--- config.mk ---
export PLATFORM = sky130hd
export DESIGN_NAME = nntb_sequencer
export DESIGN_NICKNAME = d
export VERILOG_FILES = /design/src/nearest_neighbour_tour_builder_unit_macros.svh /design/src/nntb_pkg.sv /design/src/nntb_sequencer.sv
export SDC_FILE = /design/constraint.sdc
export NUM_CORES = 1
export LEC_CHECK = 0
export ABC_AREA = 0
export BUFFER_PORTS_ARGS = -buffer_cell sky130_fd_sc_hd__buf_2
export CAP_MARGIN = 25
export CELL_PAD_IN_SITES_DETAIL_PLACEMENT = 0
export CELL_PAD_IN_SITES_GLOBAL_PLACEMENT = 1
export CORE_AREA = 2 2 39 41
export CTS_CLUSTER_DIAMETER = 30
export DETAILED_ROUTE_END_ITERATION = 8
export DIE_AREA = 0 0 41 43
export PLACE_DENSITY = 0.63
export SYNTH_ARGS = -nofsm -noshare
export SYNTH_HDL_FRONTEND = slang
export SYNTH_SLANG_ARGS = --single-unit
export TNS_END_PERCENT = 100
--- constraint.sdc ---
create_clock -name clock -period 2.6 [get_ports clock]
set_input_delay 0.26 -clock clock [delete_from_list [all_inputs] [get_ports clock]]
set_output_delay 0.26 -clock clock [all_outputs]
set_load 0.01 [all_outputs]
--- src/nearest_neighbour_tour_builder_unit_macros.svh ---
`ifndef NEAREST_NEIGHBOUR_TOUR_BUILDER_UNIT_MACROS_SVH
`define NEAREST_NEIGHBOUR_TOUR_BUILDER_UNIT_MACROS_SVH

// Same-cycle implication, checked outside reset.
`define NNTB_ASSERT_IMPLY(label, clk, rst, ante, cons) \
   label: assert property (@(posedge clk) disable iff (rst) (ante) |-> (cons)) \
      else $error("nntb assertion failed");

// Next-cycle implication, checked outside reset.
`define NNTB_ASSERT_NEXT(label, clk, rst, ante, cons) \
   label: assert property (@(posedge clk) disable iff (rst) (ante) |=> (cons)) \
      else $error("nntb assertion failed");

`endif

--- src/nntb_pkg.sv ---
`timescale 1ns / 1ps

package nntb_pkg;

   localparam int CITY_W     = 6;
   localparam int COUNT_W    = 7;
   localparam int DIST_W     = 32;
   localparam int CSR_ADDR_W = 3;
   localparam int CSR_DATA_W = 32;

   localparam logic [DIST_W-1:0]  DIST_LIMIT       = 32'd99999999;
   localparam logic [COUNT_W-1:0] CITY_COUNT_RESET = 7'd64;
   localparam logic [COUNT_W-1:0] CITY_COUNT_MIN   = 7'd2;

   localparam logic CSR_IDX_CITY_COUNT = 1'b0;

   localparam logic FUNC_LOAD  = 1'b0;
   localparam logic FUNC_BUILD = 1'b1;

   typedef struct packed {
      logic              func;
      logic [CITY_W-1:0] from_city;
      logic [CITY_W-1:0] to_city;
      logic [DIST_W-1:0] distance_value;
   } req_type;

   typedef struct packed {
      logic [CITY_W-1:0] city;
      logic              last;
   } rsp_type;

   typedef enum logic [2:0] {
      STEP_IDLE      = 3'd0,
      STEP_INIT      = 3'd1,
      STEP_EMIT      = 3'd2,
      STEP_CHECK     = 3'd3,
      STEP_READ      = 3'd4,
      STEP_COMPARE   = 3'd5,
      STEP_MOVE      = 3'd6
   } step_type;

   typedef enum logic [2:0] {
      COND_NEVER     = 3'd0,
      COND_ALWAYS    = 3'd1,
      COND_NO_BUILD  = 3'd2,
      COND_OUT_BUSY  = 3'd3,
      COND_TOUR_DONE = 3'd4,
      COND_SCAN_MORE = 3'd5
   } cond_type;

   typedef struct packed {
      logic ready;
      logic clear;
      logic emit;
      logic scan_init;
      logic read;
      logic compare;
      logic move;
   } ctrl_type;

   typedef struct packed {
      logic build_accept;
      logic out_busy;
      logic tour_done;
      logic scan_more;
   } status_type;

   typedef struct packed {
      ctrl_type ctrl;
      cond_type cond;
      step_type target;
   } ucode_type;

endpackage

--- src/nntb_sequencer.sv ---
`timescale 1ns / 1ps

module nntb_sequencer (
   input  logic               clock,
   input  logic               reset,
   input  nntb_pkg::status_type status,
   output nntb_pkg::ctrl_type   ctrl
);

   nntb_pkg::step_type  upc_ff;
   nntb_pkg::step_type  upc_in;
   nntb_pkg::ucode_type word;
   logic                jump;

   // Control store: one word per step.
   always_comb begin
      word = '0;
      case (upc_ff)
         nntb_pkg::STEP_IDLE: begin
            word.ctrl.ready = 1'b1;
            word.cond       = nntb_pkg::COND_NO_BUILD;
            word.target     = nntb_pkg::STEP_IDLE;
         end
         nntb_pkg::STEP_INIT: begin
            word.ctrl.clear = 1'b1;
            word.cond       = nntb_pkg::COND_NEVER;
            word.target     = nntb_pkg::STEP_IDLE;
         end
         nntb_pkg::STEP_EMIT: begin
            word.ctrl.emit = 1'b1;
            word.cond      = nntb_pkg::COND_OUT_BUSY;
            word.target    = nntb_pkg::STEP_EMIT;
         end
         nntb_pkg::STEP_CHECK: begin
            word.ctrl.scan_init = 1'b1;
            word.cond           = nntb_pkg::COND_TOUR_DONE;
            word.target         = nntb_pkg::STEP_IDLE;
         end
         nntb_pkg::STEP_READ: begin
            word.ctrl.read = 1'b1;
            word.cond      = nntb_pkg::COND_NEVER;
            word.target    = nntb_pkg::STEP_IDLE;
         end
         nntb_pkg::STEP_COMPARE: begin
            word.ctrl.compare = 1'b1;
            word.cond         = nntb_pkg::COND_SCAN_MORE;
            word.target       = nntb_pkg::STEP_READ;
         end
         nntb_pkg::STEP_MOVE: begin
            word.ctrl.move = 1'b1;
            word.cond      = nntb_pkg::COND_ALWAYS;
            word.target    = nntb_pkg::STEP_EMIT;
         end
         default: begin
            word.cond   = nntb_pkg::COND_ALWAYS;
            word.target = nntb_pkg::STEP_IDLE;
         end
      endcase
   end

   always_comb begin
      case (word.cond)
         nntb_pkg::COND_NEVER:     jump = 1'b0;
         nntb_pkg::COND_ALWAYS:    jump = 1'b1;
         nntb_pkg::COND_NO_BUILD:  jump = !status.build_accept;
         nntb_pkg::COND_OUT_BUSY:  jump = status.out_busy;
         nntb_pkg::COND_TOUR_DONE: jump = status.tour_done;
         nntb_pkg::COND_SCAN_MORE: jump = status.scan_more;
         default:                  jump = 1'b1;
      endcase
   end

   always_comb begin
      if (jump) begin
         upc_in = word.target;
      end else begin
         upc_in = nntb_pkg::step_type'(upc_ff + 3'd1);
      end
   end

   always_ff @(posedge clock) begin
      if (reset) begin
         upc_ff <= nntb_pkg::STEP_IDLE;
      end else begin
         upc_ff <= upc_in;
      end
   end

   assign ctrl = word.ctrl;

endmodule

* Word-level counts from Yosys, hierarchy flattened
Cells that the tools add are included.
Word-level totals: output and inout bits 7, word-level logic and storage cells 26, bits of input ports 6, bits in registers 3
Cells by class: $add $sub $neg 1, multiplexer cells 10, equal/unequal tests 10, reductions and logical operators 4
Operator list (count):
- $pmux 6 s6 | 1
- $eq 3x3->1 const B | 5
- $eq 3x2->1 const B | 4
- $mux 1 | 7
- $logic_not 3->1 | 2
- $pmux 1 s5 | 1
- $add 3x1->3 const B | 1
- $eq 3x1->1 const B | 1
- $mux 3 | 1
- $reduce_or 2->1 | 1
- $logic_not 1->1 | 1

* Logic depth before layout (Yosys ltp)
word-level depth 6, depth in mapped cells 6, depth with buffers taken out 6

* Worst setup path after synthesis
No wires, ideal clock.
path kind register to register, start point reg upc_ff[1], end point reg upc_ff[2], clock period less this slack 1.490 ns, required time 2.508 ns, library setup time 0.092 ns, stages on the path, launching flop included 7, data arrival time 1.398 ns, path buffers 0, slack 1.110 ns, path through dfxtp_1 -> inv_1 -> ha_1 -> a211o_1 -> o311ai_2 -> o221ai_2 -> o32ai_1
Between the ends: longest elaborated chain between the ends 6, elaborated cells between the ends (all ways) 17, classes of those cells 1 x add/sub; 10 x eq/ne; 3 x mux; 3 x reduce/logical
Ends and longest elaborated chain:
- start: declaration | line nntb_sequencer.sv:10 | nntb_pkg::step_type upc_ff;
- start signal: assignment | line nntb_sequencer.sv:83 | upc_ff <= nntb_pkg::STEP_IDLE;
- start signal: assignment | line nntb_sequencer.sv:85 | upc_ff <= upc_in;
- $eq 3x3->1 / $eq 3x1->1 (equally long branches) | line nntb_sequencer.sv:18 | case (upc_ff)
- $reduce_or 2->1 (no line)
- $pmux 6 s6 | line nntb_sequencer.sv:18
- $eq 3x3->1, or another cell as far along | line nntb_sequencer.sv:62 | case (word.cond)
- $pmux 1 s5 | line nntb_sequencer.sv:62
- $mux 3 (*) | line nntb_sequencer.sv:74 | if (jump) begin
Every way passes the cells marked *; elsewhere a longest branch is shown, timed or not. A chain may end at the register's enable or synchronous reset.

* Worst setup path in the final report
start point reg upc_ff[0], end point reg upc_ff[2]
Same word-level chain as after synthesis.

==> results.md <==
- Outcome: finished clean
- DPL Wire Length: 525 um
- Sum Neg Setup Slack: 0 ns
- Port Buffers: 12
- Switching share of power: 40.1%
- Worst EP required: 2.73 ns
- Class of the worst hold path: in2reg
- RSZ-0062 raised after global routing: no
- Maximum vdd drop: 0.000262 V
- Cell Int Power: around 180 uW
- Logic pwr share: 47.2%
- Setup crit start kind: register
- Regs by FF count: upc_ff x3
- Reg-to-reg endpoint: upc_ff[2]
- Slew margin rel.: between 80 and 90%
- Final period utilization: 64.1%
- Maximum clock path buffer count: 2
- Synth warnings: 0
- Vias in the first global route: roughly 270
- Crit path cell chain: ha_1 > inv_1 > o311ai_2 > o221ai_2 > o32ai_1
- Setup Buffers After CTS: 0
- DRT met1 WL: 271 um
- Sequential share of power: 25.8%
- Final Skew: 0.00107 ns
- Share of the synthesized area in the top cell type: around a quarter
- Min-Delay Endpoint: upc_ff[0]
- Clk slew on worst S/H paths: around 0.040 ns
- Crit-path slowest cell: dfxtp_1
- Max Cap Viol: 0
- Fill count: 153
- Pins Over Slew Limit: 0
- Setup slack, reg-to-reg: between 0.9 and 1 ns
- F_max: 600 MHz
- Die ar.: around 1800 um2
- Mean Syn Cell Area: 8.65 um2
- Switching pwr: between 100 and 150 uW
- Clk sinks: 3
- Largest Register: upc_ff
- Vias per std cell: 4.24
- Synth area leaders: ha_1 26%, dfxtp_1 20%, nor2_1 6.4%
- Congestion Overflow GR: 0
- PD cells: approximately 750 nW/um2
- #FFs+latches synth: 3
- Register Area: approximately 60 um2
- Area grow syn2layout: 36.2%
- Footprint of the multi-input gates: between 200 and 250 um2
- Top-Level Pins: 13
- GPL Wtd Cong: 0.705
- Routed wl met3: about 40 um
- Chip Width: 41 um
- Number of distinct standard cells referenced by the synthesized netlist: 16
- Synth Net Count: 46
- Critical path peak fanout: 9
- Clock power share: 27.0%
- Largest net degree at the start of global routing: 10
- CTS root buffer: clkbuf_4
- Layout Cells excl Fill: between 60 and 70
- Synth area leader: ha_1
- Gr usage total: 8.53%
- CTS tree: done
- Hold WS: 0.242 ns
- DR WL/cell: 9.32 um
- Post-Syn Area: 294 um2
- Clock Latency Late Sink: 0.23 ns
- Worst Tran Pin Value: 0.299 ns
- Power, Total: 302 uW
- Sequential fraction of the synthesis area: 20.4%
- Share of cells above drive strength 1: between 30% and 40%
- Mapped Cells: 34
- Antenna fix cells: 0
- Row cnt: 14
- Vias: 280
- Hold path startpoint: reset
- Post-route minimum period: about 1.7 ns
- DRT Pass-1 Iters: 2
- WL met2: 303 um
- Setup violators final: 0
- First-pass GRT wire length: 966 um
- Hold Vio Cnt, Final: 0
- Initial antenna violation count: 0
- Placed Instances: 62
- Core Area: approximately 1400 um2
- CP arrival: 1.80 ns
- CTS buffer count: 3
- Reg2reg start: upc_ff[0]
- DRT antenna net count: 0
- Initial DRC Count: 6
- Post-CTS Resized: 0
- Max incr delay on CP: 0.47 ns
- Max Used Layer: met3
- DRC violations left: 0
- CTS H-tree depth: 1
- Initial core utilization: 21.2%
- Max reg flops: 3
- NumNets Final: 63
- R2R cell count: 5
- Leakage dissipation: 0.195 nW
- Endpoint class of the critical path: register
- Die height: 43 um
- Crit path kind: reg2reg
- Routed WL: 615 um
- CTS Hold Bufs: 0
- WHS Path Cells: 2
[layer usage]
layer	global-route usage (%)	vias up
met1	8.97	120
met2	12.2	11
met3	3.14	0
li1	-	149
met5	0	-
met4	8.00	0
[cell usage in the layout (no fill, tap or decap)]
cell,instances
o221ai_2,1
a21oi_1,1
nand2b_1,2
a211o_1,1
o32ai_1,1
buf_2,12
dfxtp_1,3
clkbuf_1,1
or3_1,2
inv_1,4
nor2b_1,2
nor2_1,5
nand4_1,1
ha_1,6
o311ai_2,1
mux2i_1,1
clkbuf_4,3
nor3_1,1
and2_1,2
[per-stage QoR]
stage               utilization [%]  worst slack, ns  cell area [um2]
finish                         28.9            0.932              400
global route                   28.9            0.784              400
CTS                            28.9            0.909              400
detailed placement             27.0            0.940              374
global placement               27.0            0.881              374
floorplan                         -             1.11              294
[how the worst max path moves through the flow]
stage	endpoint	cells past startpoint	from	slack, ns
2_1_floorplan	upc_ff[2]	6	upc_ff[1]	1.11
3_3_place_gp	upc_ff[2]	5	upc_ff[0]	0.88
3_5_place_dp	upc_ff[2]	5	upc_ff[0]	0.94
4_1_cts	upc_ff[2]	5	upc_ff[0]	0.91
5_1_grt	upc_ff[2]	5	upc_ff[0]	0.78
6_report	upc_ff[2]	5	upc_ff[0]	0.93
[critical path: cells and delay by family (launching register included)]
kind | cells | cell delay, ns
AOI/OAI and AO/OA | 3 | 0.79
DFF | 1 | 0.47
adders and majority gates | 1 | 0.23
buffers and inverters | 1 | 0.08
[cell usage after synthesis]
| cell | instances |
|---|---|
| nand2b_1 | 2 |
| a21oi_1 | 1 |
| and2_1 | 2 |
| nor2b_1 | 2 |
| dfxtp_1 | 3 |
| nor3_1 | 1 |
| o311ai_2 | 1 |
| inv_1 | 4 |
| nand4_1 | 1 |
| o221ai_2 | 1 |
| a211o_1 | 1 |
| or3_1 | 2 |
| nor2_1 | 5 |
| o32ai_1 | 1 |
| ha_1 | 6 |
| mux2i_1 | 1 |
[cell type report]
cell class	count	share of cell area [%]
clock buffers	4	6.56
inverters	4	3.75
multi-input cells	27	54.7
flip-flops and latches	3	15.0
well taps	16	5.00
repair buffers	12	15.0
[cell families after synthesis]
kind of cell | after synthesis | synth area share, %
AOI/OAI and AO/OA | 5 | 18.3
adders and majority gates | 6 | 25.5
buffers and inverters | 4 | 5.10
DFF | 3 | 20.4
muxes | 1 | 3.40
and+or+nand+nor | 15 | 27.2
[power by group through the flow]
| stage | registers [mW] | logic [mW] | clock network, mW |
|---|---|---|---|
| 2_1_floorplan | 0.0742 | 0.105 | 0 |
| 3_3_place_gp | 0.0788 | 0.146 | 0 |
| 3_5_place_dp | 0.0791 | 0.145 | 0 |
| 4_1_cts | 0.0782 | 0.145 | 0.0853 |
| 5_1_grt | 0.0813 | 0.163 | 0.0913 |
| 6_report | 0.0779 | 0.142 | 0.0814 |
Power figures use the tool's default switching activity.
